**src/rtl/bvg_pkg.sv**
```systemverilog
// ----------------------------------------------------------------------------
// Battery voltage gauge package
// Beat types, command struct, sequencer states, register indexes, LiPo table.
// ----------------------------------------------------------------------------
package bvg_pkg;

    localparam int CFG_INDEX_W = 3;
    localparam int PCT_NUM_W   = 15;
    localparam int SPAN_W      = 8;
    localparam int LIPO_POINTS = 11;

    localparam logic [CFG_INDEX_W-1:0] CFG_DIVIDER_RATIO   = 3'd0;
    localparam logic [CFG_INDEX_W-1:0] CFG_MIN_CELL_MV     = 3'd1;
    localparam logic [CFG_INDEX_W-1:0] CFG_MAX_CELL_MV     = 3'd2;
    localparam logic [CFG_INDEX_W-1:0] CFG_STALE_LIMIT     = 3'd3;
    localparam logic [CFG_INDEX_W-1:0] CFG_HISTORY_INTERVAL = 3'd4;

    localparam logic [1:0] KIND_READING   = 2'd0;
    localparam logic [1:0] KIND_QUERY     = 2'd1;
    localparam logic [1:0] KIND_HIST_READ = 2'd2;

    localparam logic [15:0] LIPO_MV [LIPO_POINTS] = '{
        16'd4200, 16'd4060, 16'd3980, 16'd3920, 16'd3870, 16'd3820,
        16'd3790, 16'd3770, 16'd3740, 16'd3680, 16'd3450
    };
    localparam logic [6:0] LIPO_PCT [LIPO_POINTS] = '{
        7'd100, 7'd90, 7'd80, 7'd70, 7'd60, 7'd50,
        7'd40, 7'd30, 7'd20, 7'd10, 7'd0
    };

    typedef struct packed {
        logic [1:0]  kind;
        logic [31:0] now_ms;
        logic [11:0] reading_mv;
        logic        burst_end;
        logic [6:0]  history_index;
    } t_in_beat;

    typedef struct packed {
        logic [15:0] cell_mv;
        logic        battery_present;
        logic [6:0]  charge_percent;
        logic        reading_stale;
        logic [6:0]  history_value;
        logic        history_valid;
        logic [6:0]  history_filled;
    } t_out_beat;

    typedef struct packed {
        logic        wr_req;
        logic        rd_req;
        logic [31:0] now_ms;
        logic [6:0]  pct;
        logic [6:0]  rd_index;
    } t_hist_cmd;

    typedef enum logic [3:0] {
        ST_IDLE,
        ST_ACC,
        ST_AVG,
        ST_MUL,
        ST_SCL,
        ST_QRY,
        ST_PCT,
        ST_HWR,
        ST_HRD,
        ST_FIN
    } t_state;

endpackage

```
**src/rtl/bvg_div.sv**
```systemverilog
// ----------------------------------------------------------------------------
// Shared restoring divider
// One quotient bit per cycle; used for burst averages and table interpolation.
// ----------------------------------------------------------------------------
module bvg_div #(
    parameter int DIV_W = 16,
    parameter int DEN_W = 8
) (
    input  logic             i_clk,
    input  logic             i_rst_n,
    input  logic             i_start,
    input  logic [DIV_W-1:0] i_num,
    input  logic [DEN_W-1:0] i_den,
    output logic             o_busy,
    output logic             o_done,
    output logic [DIV_W-1:0] o_quo
);

    localparam int CNT_W = (DIV_W > 1) ? $clog2(DIV_W) : 1;

    logic             r_busy;
    logic             r_done;
    logic [CNT_W-1:0] r_cnt;
    logic [DEN_W-1:0] r_rem;
    logic [DEN_W-1:0] r_den;
    logic [DIV_W-1:0] r_quo;

    logic [DEN_W:0]   rem_sh;
    logic             ge;
    logic [DEN_W:0]   rem_sub;

    always_comb begin
        rem_sh  = {r_rem, r_quo[DIV_W-1]};
        ge      = (rem_sh >= {1'b0, r_den});
        rem_sub = rem_sh - {1'b0, r_den};
    end

    always_ff @(posedge i_clk) begin
        if (!i_rst_n) begin
            r_busy <= 1'b0;
            r_done <= 1'b0;
            r_cnt  <= '0;
        end else begin
            r_done <= 1'b0;
            if (i_start) begin
                r_busy <= 1'b1;
                r_cnt  <= '0;
            end else if (r_busy) begin
                r_cnt <= r_cnt + 1'b1;
                if (r_cnt == CNT_W'(DIV_W - 1)) begin
                    r_busy <= 1'b0;
                    r_done <= 1'b1;
                end
            end
        end
    end

    always_ff @(posedge i_clk) begin
        if (i_start) begin
            r_rem <= '0;
            r_den <= i_den;
            r_quo <= i_num;
        end else if (r_busy) begin
            r_rem <= ge ? rem_sub[DEN_W-1:0] : rem_sh[DEN_W-1:0];
            r_quo <= {r_quo[DIV_W-2:0], ge};
        end
    end

    assign o_busy = r_busy;
    assign o_done = r_done;
    assign o_quo  = r_quo;

`ifndef SYNTHESIS
    a_no_restart: assert property (@(posedge i_clk) disable iff (!i_rst_n)
        i_start |-> !r_busy)
        else $error("divider started while busy");

    a_done_after_last: assert property (@(posedge i_clk) disable iff (!i_rst_n)
        (r_busy && !i_start && r_cnt == CNT_W'(DIV_W - 1)) |=> (r_done && !r_busy))
        else $error("divider missed its last step");
`endif

endmodule

```
**src/rtl/bvg_hist.sv**
```systemverilog
// ----------------------------------------------------------------------------
// History ring
// Interval-gated percent store with oldest-first reads and registered data.
// ----------------------------------------------------------------------------
module bvg_hist #(
    parameter int DEPTH = 96
) (
    input  logic                         i_clk,
    input  logic                         i_rst_n,
    input  bvg_pkg::t_hist_cmd           i_cmd,
    input  logic [31:0]                  i_interval_ms,
    output logic [$clog2(DEPTH+1)-1:0]   o_entries,
    output logic [6:0]                   o_rd_data
);

    localparam int IDX_W = $clog2(DEPTH);
    localparam int CNT_W = $clog2(DEPTH + 1);
    localparam int SUM_W = ((IDX_W > 7) ? IDX_W : 7) + 1;

    logic [6:0]       r_mem [DEPTH];
    logic [IDX_W-1:0] r_slot;
    logic [CNT_W-1:0] r_entries;
    logic [31:0]      r_last_time;
    logic [6:0]       r_rd_data;

    logic [31:0]      age;
    logic             wr_en;
    logic [IDX_W-1:0] oldest;
    logic [SUM_W-1:0] pos_sum;
    logic [SUM_W-1:0] pos_wrap;
    logic [IDX_W-1:0] rd_addr;

    always_comb begin
        age      = i_cmd.now_ms - r_last_time;
        wr_en    = i_cmd.wr_req && ((r_entries == '0) || (age >= i_interval_ms));
        oldest   = (r_entries < CNT_W'(DEPTH)) ? '0 : r_slot;
        pos_sum  = SUM_W'(oldest) + SUM_W'(i_cmd.rd_index);
        pos_wrap = (pos_sum >= SUM_W'(DEPTH)) ? (pos_sum - SUM_W'(DEPTH)) : pos_sum;
        rd_addr  = pos_wrap[IDX_W-1:0];
    end

    always_ff @(posedge i_clk) begin
        if (!i_rst_n) begin
            r_slot      <= '0;
            r_entries   <= '0;
            r_last_time <= '0;
        end else if (wr_en) begin
            r_slot      <= (r_slot == IDX_W'(DEPTH - 1)) ? '0 : r_slot + 1'b1;
            r_last_time <= i_cmd.now_ms;
            if (r_entries < CNT_W'(DEPTH)) begin
                r_entries <= r_entries + 1'b1;
            end
        end
    end

    always_ff @(posedge i_clk) begin
        if (wr_en) begin
            r_mem[r_slot] <= i_cmd.pct;
        end
        if (i_cmd.rd_req) begin
            r_rd_data <= r_mem[rd_addr];
        end
    end

    assign o_entries = r_entries;
    assign o_rd_data = r_rd_data;

`ifndef SYNTHESIS
    a_entries_bound: assert property (@(posedge i_clk) disable iff (!i_rst_n)
        r_entries <= CNT_W'(DEPTH))
        else $error("history entry count beyond depth");

    a_first_entry: assert property (@(posedge i_clk) disable iff (!i_rst_n)
        (i_cmd.wr_req && r_entries == '0) |=> (r_entries == CNT_W'(1)))
        else $error("first history entry not recorded");
`endif

endmodule

```
**src/rtl/battery_voltage_gauge.sv**
```systemverilog
// ----------------------------------------------------------------------------
// Battery voltage gauge
// Burst-averaged divider readings scaled to cell millivolts, presence and
// LiPo percent queries, and an interval-gated percent history ring.
// ----------------------------------------------------------------------------
//  channel  direction  handshake                 payload
//  in       input      i_in_valid / o_in_stall   i_in_data  (t_in_beat)
//  out      output     o_out_valid / i_out_stall o_out_data (t_out_beat)
//  cfg      input      i_cfg_wr_en               i_cfg_index, i_cfg_data
//
//  A reading that does not end a burst only accumulates; a burst end runs
//  ST_AVG on the shared divider, then ST_MUL and ST_SCL. A query runs ST_QRY,
//  ST_PCT on the divider when it interpolates, ST_HWR if the cell is present,
//  then ST_FIN; a history read runs ST_HRD, then ST_FIN.
//  One beat is in work at a time; reset is synchronous and active low.
//  A stalled output holds in its register; the sequencer waits on it.
// ----------------------------------------------------------------------------
module battery_voltage_gauge #(
    parameter int HISTORY_DEPTH = 96,
    parameter int BURST_LENGTH  = 8
) (
    input  logic                               i_clk,
    input  logic                               i_rst_n,
    input  logic                               i_in_valid,
    output logic                               o_in_stall,
    input  bvg_pkg::t_in_beat                  i_in_data,
    output logic                               o_out_valid,
    input  logic                               i_out_stall,
    output bvg_pkg::t_out_beat                 o_out_data,
    input  logic                               i_cfg_wr_en,
    input  logic [bvg_pkg::CFG_INDEX_W-1:0]    i_cfg_index,
    input  logic [31:0]                        i_cfg_data
);

    localparam int CNT_W  = $clog2(BURST_LENGTH + 1);
    localparam int SUM_W  = 12 + CNT_W;
    localparam int DIV_W  = (SUM_W > bvg_pkg::PCT_NUM_W) ? SUM_W : bvg_pkg::PCT_NUM_W;
    localparam int HCNT_W = $clog2(HISTORY_DEPTH + 1);
    localparam int HCMP_W = (HCNT_W > 7) ? HCNT_W : 7;

    bvg_pkg::t_state    r_state;
    bvg_pkg::t_state    n_state;
    bvg_pkg::t_in_beat  r_in;
    bvg_pkg::t_out_beat r_out;
    logic               r_out_valid;

    logic [11:0] r_ratio;
    logic [15:0] r_min_mv;
    logic [15:0] r_max_mv;
    logic [31:0] r_stale_ms;
    logic [31:0] r_interval_ms;

    logic [SUM_W-1:0] r_sum;
    logic [CNT_W-1:0] r_cnt;
    logic [15:0]      r_cell_mv;
    logic [31:0]      r_last_time;
    logic [11:0]      r_avg;
    logic [23:0]      r_prod;
    logic             r_fresh;
    logic             r_present;
    logic [6:0]       r_pct;
    logic [6:0]       r_pct_base;
    logic             r_hit;

    logic [SUM_W-1:0] n_sum;
    logic [CNT_W-1:0] n_cnt;

    logic              fresh;
    logic              present;
    logic              in_range;
    logic [15:0]       seg_lo_mv;
    logic [bvg_pkg::SPAN_W-1:0] seg_span;
    logic [6:0]        seg_rise;
    logic [6:0]        seg_lo_pct;
    logic [bvg_pkg::SPAN_W-1:0] seg_diff;
    logic [bvg_pkg::PCT_NUM_W-1:0] pct_num;

    logic                       accept;
    logic                       out_load;
    logic                       div_start;
    logic [DIV_W-1:0]           div_num;
    logic [bvg_pkg::SPAN_W-1:0] div_den;
    logic                       div_busy;
    logic                       div_done;
    logic [DIV_W-1:0]           div_quo;

    bvg_pkg::t_hist_cmd hist_cmd;
    logic [HCNT_W-1:0]  hist_entries;
    logic [6:0]         hist_rd_data;

    bvg_div #(
        .DIV_W (DIV_W),
        .DEN_W (bvg_pkg::SPAN_W)
    ) u_div (
        .i_clk   (i_clk),
        .i_rst_n (i_rst_n),
        .i_start (div_start),
        .i_num   (div_num),
        .i_den   (div_den),
        .o_busy  (div_busy),
        .o_done  (div_done),
        .o_quo   (div_quo)
    );

    bvg_hist #(
        .DEPTH (HISTORY_DEPTH)
    ) u_hist (
        .i_clk         (i_clk),
        .i_rst_n       (i_rst_n),
        .i_cmd         (hist_cmd),
        .i_interval_ms (r_interval_ms),
        .o_entries     (hist_entries),
        .o_rd_data     (hist_rd_data)
    );

    always_comb begin
        n_sum = r_sum;
        n_cnt = r_cnt;
        if (r_in.reading_mv != '0 && r_cnt < CNT_W'(BURST_LENGTH)) begin
            n_sum = r_sum + SUM_W'(r_in.reading_mv);
            n_cnt = r_cnt + 1'b1;
        end
    end

    always_comb begin
        fresh    = (r_last_time != '0) && ((r_in.now_ms - r_last_time) <= r_stale_ms);
        present  = fresh && (r_cell_mv >= r_min_mv) && (r_cell_mv <= r_max_mv);
        in_range = (r_cell_mv < bvg_pkg::LIPO_MV[0]) &&
                   (r_cell_mv >= bvg_pkg::LIPO_MV[bvg_pkg::LIPO_POINTS-1]);
    end

    always_comb begin
        seg_lo_mv  = bvg_pkg::LIPO_MV[bvg_pkg::LIPO_POINTS-1];
        seg_span   = bvg_pkg::SPAN_W'(bvg_pkg::LIPO_MV[bvg_pkg::LIPO_POINTS-2] -
                                      bvg_pkg::LIPO_MV[bvg_pkg::LIPO_POINTS-1]);
        seg_rise   = bvg_pkg::LIPO_PCT[bvg_pkg::LIPO_POINTS-2] -
                     bvg_pkg::LIPO_PCT[bvg_pkg::LIPO_POINTS-1];
        seg_lo_pct = bvg_pkg::LIPO_PCT[bvg_pkg::LIPO_POINTS-1];
        for (int i = bvg_pkg::LIPO_POINTS - 1; i >= 1; i--) begin
            if (r_cell_mv >= bvg_pkg::LIPO_MV[i]) begin
                seg_lo_mv  = bvg_pkg::LIPO_MV[i];
                seg_span   = bvg_pkg::SPAN_W'(bvg_pkg::LIPO_MV[i-1] - bvg_pkg::LIPO_MV[i]);
                seg_rise   = bvg_pkg::LIPO_PCT[i-1] - bvg_pkg::LIPO_PCT[i];
                seg_lo_pct = bvg_pkg::LIPO_PCT[i];
            end
        end
        seg_diff = bvg_pkg::SPAN_W'(r_cell_mv - seg_lo_mv);
        pct_num  = bvg_pkg::PCT_NUM_W'(seg_diff) * bvg_pkg::PCT_NUM_W'(seg_rise);
    end

    assign accept   = i_in_valid && (r_state == bvg_pkg::ST_IDLE);
    assign out_load = (r_state == bvg_pkg::ST_FIN) && (!r_out_valid || !i_out_stall);

    always_comb begin
        n_state = r_state;
        case (r_state)
            bvg_pkg::ST_IDLE: begin
                if (i_in_valid) begin
                    case (i_in_data.kind)
                        bvg_pkg::KIND_READING:   n_state = bvg_pkg::ST_ACC;
                        bvg_pkg::KIND_QUERY:     n_state = bvg_pkg::ST_QRY;
                        bvg_pkg::KIND_HIST_READ: n_state = bvg_pkg::ST_HRD;
                        default:                 n_state = bvg_pkg::ST_IDLE;
                    endcase
                end
            end
            bvg_pkg::ST_ACC: begin
                if (r_in.burst_end && n_cnt != '0) begin
                    n_state = bvg_pkg::ST_AVG;
                end else begin
                    n_state = bvg_pkg::ST_IDLE;
                end
            end
            bvg_pkg::ST_AVG: begin
                if (div_done) begin
                    n_state = bvg_pkg::ST_MUL;
                end
            end
            bvg_pkg::ST_MUL: n_state = bvg_pkg::ST_SCL;
            bvg_pkg::ST_SCL: n_state = bvg_pkg::ST_IDLE;
            bvg_pkg::ST_QRY: begin
                if (!present) begin
                    n_state = bvg_pkg::ST_FIN;
                end else if (in_range) begin
                    n_state = bvg_pkg::ST_PCT;
                end else begin
                    n_state = bvg_pkg::ST_HWR;
                end
            end
            bvg_pkg::ST_PCT: begin
                if (div_done) begin
                    n_state = bvg_pkg::ST_HWR;
                end
            end
            bvg_pkg::ST_HWR: n_state = bvg_pkg::ST_FIN;
            bvg_pkg::ST_HRD: n_state = bvg_pkg::ST_FIN;
            bvg_pkg::ST_FIN: begin
                if (out_load) begin
                    n_state = bvg_pkg::ST_IDLE;
                end
            end
            default: n_state = bvg_pkg::ST_IDLE;
        endcase
    end

    always_comb begin
        o_in_stall = (r_state != bvg_pkg::ST_IDLE);
        div_start  = 1'b0;
        div_num    = DIV_W'(n_sum);
        div_den    = bvg_pkg::SPAN_W'(n_cnt);
        hist_cmd.wr_req   = 1'b0;
        hist_cmd.rd_req   = 1'b0;
        hist_cmd.now_ms   = r_in.now_ms;
        hist_cmd.pct      = r_pct;
        hist_cmd.rd_index = r_in.history_index;
        case (r_state)
            bvg_pkg::ST_ACC: begin
                div_start = r_in.burst_end && (n_cnt != '0);
            end
            bvg_pkg::ST_QRY: begin
                div_start = present && in_range;
                div_num   = DIV_W'(pct_num);
                div_den   = seg_span;
            end
            bvg_pkg::ST_HWR: hist_cmd.wr_req = 1'b1;
            bvg_pkg::ST_HRD: hist_cmd.rd_req = 1'b1;
            default: begin
            end
        endcase
    end

    always_ff @(posedge i_clk) begin
        if (!i_rst_n) begin
            r_state       <= bvg_pkg::ST_IDLE;
            r_out_valid   <= 1'b0;
            r_ratio       <= 12'd512;
            r_min_mv      <= 16'd3000;
            r_max_mv      <= 16'd4500;
            r_stale_ms    <= 32'd60000;
            r_interval_ms <= 32'd300000;
            r_sum         <= '0;
            r_cnt         <= '0;
            r_cell_mv     <= '0;
            r_last_time   <= '0;
        end else begin
            r_state <= n_state;
            if (out_load) begin
                r_out_valid <= 1'b1;
            end else if (!i_out_stall) begin
                r_out_valid <= 1'b0;
            end
            if (i_cfg_wr_en) begin
                case (i_cfg_index)
                    bvg_pkg::CFG_DIVIDER_RATIO:    r_ratio       <= i_cfg_data[11:0];
                    bvg_pkg::CFG_MIN_CELL_MV:      r_min_mv      <= i_cfg_data[15:0];
                    bvg_pkg::CFG_MAX_CELL_MV:      r_max_mv      <= i_cfg_data[15:0];
                    bvg_pkg::CFG_STALE_LIMIT:      r_stale_ms    <= i_cfg_data;
                    bvg_pkg::CFG_HISTORY_INTERVAL: r_interval_ms <= i_cfg_data;
                    default: begin
                    end
                endcase
            end
            if (r_state == bvg_pkg::ST_ACC) begin
                if (r_in.burst_end) begin
                    r_sum <= '0;
                    r_cnt <= '0;
                end else begin
                    r_sum <= n_sum;
                    r_cnt <= n_cnt;
                end
            end
            if (r_state == bvg_pkg::ST_SCL) begin
                r_cell_mv   <= r_prod[23:8];
                r_last_time <= (r_in.now_ms != '0) ? r_in.now_ms : 32'd1;
            end
        end
    end

    always_ff @(posedge i_clk) begin
        if (accept) begin
            r_in <= i_in_data;
        end
        if (r_state == bvg_pkg::ST_AVG && div_done) begin
            r_avg <= div_quo[11:0];
        end
        if (r_state == bvg_pkg::ST_MUL) begin
            r_prod <= 24'(r_avg) * 24'(r_ratio);
        end
        if (r_state == bvg_pkg::ST_QRY) begin
            r_fresh    <= fresh;
            r_present  <= present;
            r_pct_base <= seg_lo_pct;
            r_pct      <= (present && r_cell_mv >= bvg_pkg::LIPO_MV[0]) ?
                          bvg_pkg::LIPO_PCT[0] : 7'd0;
        end
        if (r_state == bvg_pkg::ST_PCT && div_done) begin
            r_pct <= r_pct_base + 7'(div_quo[3:0]);
        end
        if (r_state == bvg_pkg::ST_HRD) begin
            r_hit <= (HCMP_W'(r_in.history_index) < HCMP_W'(hist_entries));
        end
        if (out_load) begin
            r_out.history_filled <= 7'(hist_entries);
            if (r_in.kind == bvg_pkg::KIND_QUERY) begin
                r_out.cell_mv         <= r_cell_mv;
                r_out.battery_present <= r_present;
                r_out.charge_percent  <= r_pct;
                r_out.reading_stale   <= !r_fresh;
                r_out.history_value   <= '0;
                r_out.history_valid   <= 1'b0;
            end else begin
                r_out.cell_mv         <= '0;
                r_out.battery_present <= 1'b0;
                r_out.charge_percent  <= '0;
                r_out.reading_stale   <= 1'b0;
                r_out.history_value   <= r_hit ? hist_rd_data : 7'd0;
                r_out.history_valid   <= r_hit;
            end
        end
    end

    assign o_out_valid = r_out_valid;
    assign o_out_data  = r_out;

`ifndef SYNTHESIS
    a_cell_only_on_scale: assert property (@(posedge i_clk) disable iff (!i_rst_n)
        (r_state != bvg_pkg::ST_SCL) |=> $stable(r_cell_mv))
        else $error("cell voltage changed outside scaling step");

    a_percent_bound: assert property (@(posedge i_clk) disable iff (!i_rst_n)
        o_out_valid |-> (o_out_data.charge_percent <= 7'd100))
        else $error("charge percent above full");

    a_absent_zero_pct: assert property (@(posedge i_clk) disable iff (!i_rst_n)
        (o_out_valid && !o_out_data.battery_present) |->
        (o_out_data.charge_percent == 7'd0))
        else $error("percent reported without a present cell");

    a_div_busy_owned: assert property (@(posedge i_clk) disable iff (!i_rst_n)
        div_busy |-> (r_state == bvg_pkg::ST_AVG || r_state == bvg_pkg::ST_PCT))
        else $error("divider busy outside a divide step");
`endif

endmodule
```
**config.mk**
```make
export PLATFORM = sky130hd
export DESIGN_NAME = battery_voltage_gauge
export DESIGN_NICKNAME = d
export VERILOG_FILES = /design/src/rtl/bvg_pkg.sv /design/src/rtl/bvg_div.sv /design/src/rtl/bvg_hist.sv /design/src/rtl/battery_voltage_gauge.sv
export SDC_FILE = /design/constraint.sdc
export NUM_CORES = 2
export LEC_CHECK = 0
export BUFFER_PORTS_ARGS = -buffer_cell sky130_fd_sc_hd__buf_2
export CORE_AREA = 2 2 369 371
export CTS_BUF_LIST = sky130_fd_sc_hd__clkbuf_4 sky130_fd_sc_hd__clkbuf_8
export DETAILED_ROUTE_END_ITERATION = 12
export DIE_AREA = 0 0 371 373
export HOLD_SLACK_MARGIN = 0.08
export PLACE_DENSITY = 0.58
export REMOVE_ABC_BUFFERS = 1
export SKIP_LAST_GASP = 1
export SYNTH_ARGS = -nofsm -noshare
export SYNTH_HDL_FRONTEND = slang
export SYNTH_SLANG_ARGS = --single-unit
```
**constraint.sdc**
```tcl
create_clock -name i_clk -period 12.65 [get_ports i_clk]
set_clock_uncertainty 0.15 [all_clocks]
set_input_delay 3.1625 -clock i_clk [delete_from_list [all_inputs] [get_ports i_clk]]
set_output_delay 3.1625 -clock i_clk [all_outputs]
set_load 0.005 [all_outputs]
```
==> results.json <==
{
  "netlist-cell-type-count": 88,
  "hold_viol": 0,
  "max_cap_viol_count": 0,
  "max_freq_mhz": 143,
  "fill_cells": 12300,
  "vias": 33800,
  "drtIter0Drc": 2966,
  "routed.top_layer": "met4",
  "synth.ff_latch_count": 1082,
  "finalSetupViolations": 0,
  "synth.most_common_cell": "edfxtp_1",
  "wl_per_cell_um": 22.7,
  "viasPerCell": 5.41,
  "grt_usage_pct": 20.4,
  "ctsResizeCount": 0,
  "power_frac_clock_pct": 34.1,
  "start_kind": "flop",
  "rsz0062_at_grt": "no",
  "cts_setup_buffers": 0,
  "antenna_found_initial": 9,
  "drtPass1Iterations": 6,
  "yosysSeqAreaShare_pct": 56.4,
  "synth_area_leaders": "edfxtp_1, dfxtp_1, mux4_2, ha_1, fa_1",
  "synth_ff_type": "edfxtp_1",
  "slew_headroom_pct": 17.9,
  "h-tree-depth": 4,
  "report.final.slew_viol_count": 0,
  "period_needed_ns": 7.01,
  "drcViolationCount": 0,
  "syn_inst": 4133,
  "area_growth_pct": 11.8,
  "place.gp.congestion": 0.871,
  "power.density_nw_per_um2": 156,
  "drive_above_1_share_pct": 16.6,
  "drt_wl_total_um": 142000,
  "setup_ws_ns": 5.64,
  "endpoint_kind": "flop",
  "final_nets": 4796,
  "yosys-top-cells-count": "edfxtp_1, nand2_1, inv_1, a21oi_1, ha_1",
  "die_h_um": 373,
  "avgSynthCellArea_um2": 12.9,
  "synth_top_area_cell": "edfxtp_1",
  "arrival_ns": 7.38,
  "syn_area_um2": 53400,
  "async_flop_share_pct": 0,
  "finalCritPeriodShare_pct": 55.4,
  "clock-sinks": 1082,
  "tritoncts": "done",
  "path_clk_slew_ns": 0.06,
  "multi_input_area_um2": 21400,
  "p_leak_nw": 21.6,
  "die-area_um2": 138000,
  "cp.required_ns": 13.02,
  "synth_edf_count": 841,
  "p_switching_mw": 2.76,
  "initial_core_util_pct": 39.6,
  "min_path_type": "reg2reg",
  "grt_max_degree": 88,
  "tightestPinTransition_ns": 1.23,
  "seqPwrFrac_pct": 43.5,
  "ant_nets": 0,
  "dp_hpwl_um": 96200,
  "coreArea_um2": 135000,
  "yosys_warnings": 0,
  "status": "completed",
  "io_pins": 136,
  "switching_share_pct": 29.7,
  "rows": 135,
  "synth_top_area_share_pct": 47.3,
  "cts_buffer_depth": 3,
  "pre_cts_ws_ns": 5.64,
  "wl_met3_um": 8620,
  "met2_length_um": 66600,
  "setup_tns_ns": 0,
  "cts_inserted_buffers": 176,
  "m1WireLength_um": 63400,
  "root_buffer": "clkbuf_8",
  "die_x_um": 371,
  "crit_type": "reg2reg",
  "register_area_um2": 30100,
  "grt_pass1_wl_um": 213000,
  "p_comb_share_pct": 22.5,
  "cp_max_fo": 44,
  "port_buffers": 135,
  "grt_pass1_vias": 33600,
  "internal-power_mw": 6.54,
  "grt_overflow": 0,
  "irDropWorstVdd_uv": 121,
  "cts_hold_buf": 0,
  "insertion_delay_ns": 0.88
}
-- worst max-delay path, cell delays in order, from the launching register on --
cell and delay, ns:
edfxtp_1 0.41, inv_1 0.11, ha_1 0.18, inv_1 0.06
fa_1 0.42, a211oi_1 0.40, o21ai_1 0.17, a221oi_1 0.57
nor4b_1 0.19, nor2_1 0.18, o31a_1 0.20, nand2b_1 0.08
a21boi_0 0.22, xnor2_1 0.11, ha_1 0.29, nand4_1 0.11
nor4_1 0.29, o21ai_1 0.26, nand2_2 0.28, buf_4 0.62
nand4_1 0.49, buf_4 0.39, nor2_1 0.49
-- per-stage QoR --
step           instances  power (mW)  hold slack, ns  instance area, µm²  util, %
2_1_floorplan       3961        5.70           0.272               52600        -
3_3_place_gp        5924        6.18           0.293               56000     41.6
3_5_place_dp        5924        6.20           0.296               56000     41.6
4_1_cts             6245        9.38           0.303               59600     44.3
5_1_grt             6248        9.79           0.321               59600     44.3
6_report            6250        9.30           0.303               59600     44.3
-- path summary, 6_finish.rpt --
| kind | slack (ns) | endpoint | startpoint | cells after the start |
|---|---|---|---|---|
| max | 5.64 | u_hist.r_mem[79][1] | hist_cmd[14] | 22 |
| min | 0.30 | r_stale_ms[22] | r_stale_ms[22] | 2 |
| max reg2reg | 5.64 | u_hist.r_mem[79][1] | hist_cmd[14] | 22 |
| min reg2reg | 0.30 | r_stale_ms[22] | r_stale_ms[22] | 2 |
-- layout make-up --
type                    instances  area share [%]
clock inverters                81            1.14
inverters                     331            2.10
clock buffers                 240            4.99
multi-input cells            2548            35.8
well taps                    1781            3.74
repair buffers                182            1.72
diodes                          5          0.0210
flip-flops and latches       1082            50.4
-- power groups by stage --
stage	Clock, mW	Sequential (mW)	Combinational, mW
final	3.17	4.04	2.09
after global placement	0	4.11	2.07
after global routing	3.40	4.05	2.34
after floorplan	0	4.06	1.64
after detailed placement	0	4.11	2.09
after CTS	3.24	4.04	2.10
-- cell usage in the layout, fill, tap and decap left out, types with 9 or more instances in the layout --
master    netlist  routed
o31ai_1        10      10
mux2i_1        90      90
fa_1          107     106
nor2b_1        32      32
nand2b_1       32      32
nand2_1       493     491
nor2_1        265     265
clkbuf_4        0      52
clkinv_2        0      24
a22oi_1        10      10
buf_4           2      47
xnor2_1        77      74
clkinv_1        0      35
mux4_2        210     210
o211ai_1       37      37
nor3_1         32      31
mux2_2         14      14
xor2_1         32      32
clkbuf_8        0     188
a21oi_1       290     289
nand3b_1       10      10
nor4_1         24      24
edfxtp_1      841     841
o21bai_1       14      14
a21o_1         57      57
buf_2          39     135
a31oi_1        14      13
dfxtp_1       241     241
inv_1         330     329
and2_1         72      72
a211oi_1       27      27
and3_1         29      28
nand3_1        48      48
a21boi_0        9       9
nand4_1        30      30
o21ai_0        81      81
ha_1          274     273
o21ai_1        10      10
o21a_1         15      15
-- logic make-up after synthesis --
family,after synthesis,synth area share (%)
AOI/OAI and AO/OA,636,7.37
xor gates and xnor gates,109,1.79
adders and majority gates,381,10.4
buffers and inverters,503,3.70
DFF,1082,56.4
muxes,317,10.9
and+or+nand+nor,1105,9.39
-- state kept, by name, summed over array words and instances, names as in the netlist, 16 cells and up --
signal and cells:
hist_cmd 39, o_out_data 40, r_cell_mv 16, r_interval_ms 32
r_last_time 32, r_max_mv 16, r_min_mv 16, r_prod 16
r_stale_ms 32, r_sum 16, u_div.o_quo 16, u_hist.r_last_time 32
u_hist.r_mem 672
-- layer usage --
metal	track usage (%)	up-vias
met5	0	-
met1	28.6	17000
met2	32.4	1091
li1	-	15500
met4	5.63	0
met3	3.95	205
No activity file was read; power rests on OpenSTA's default activity.
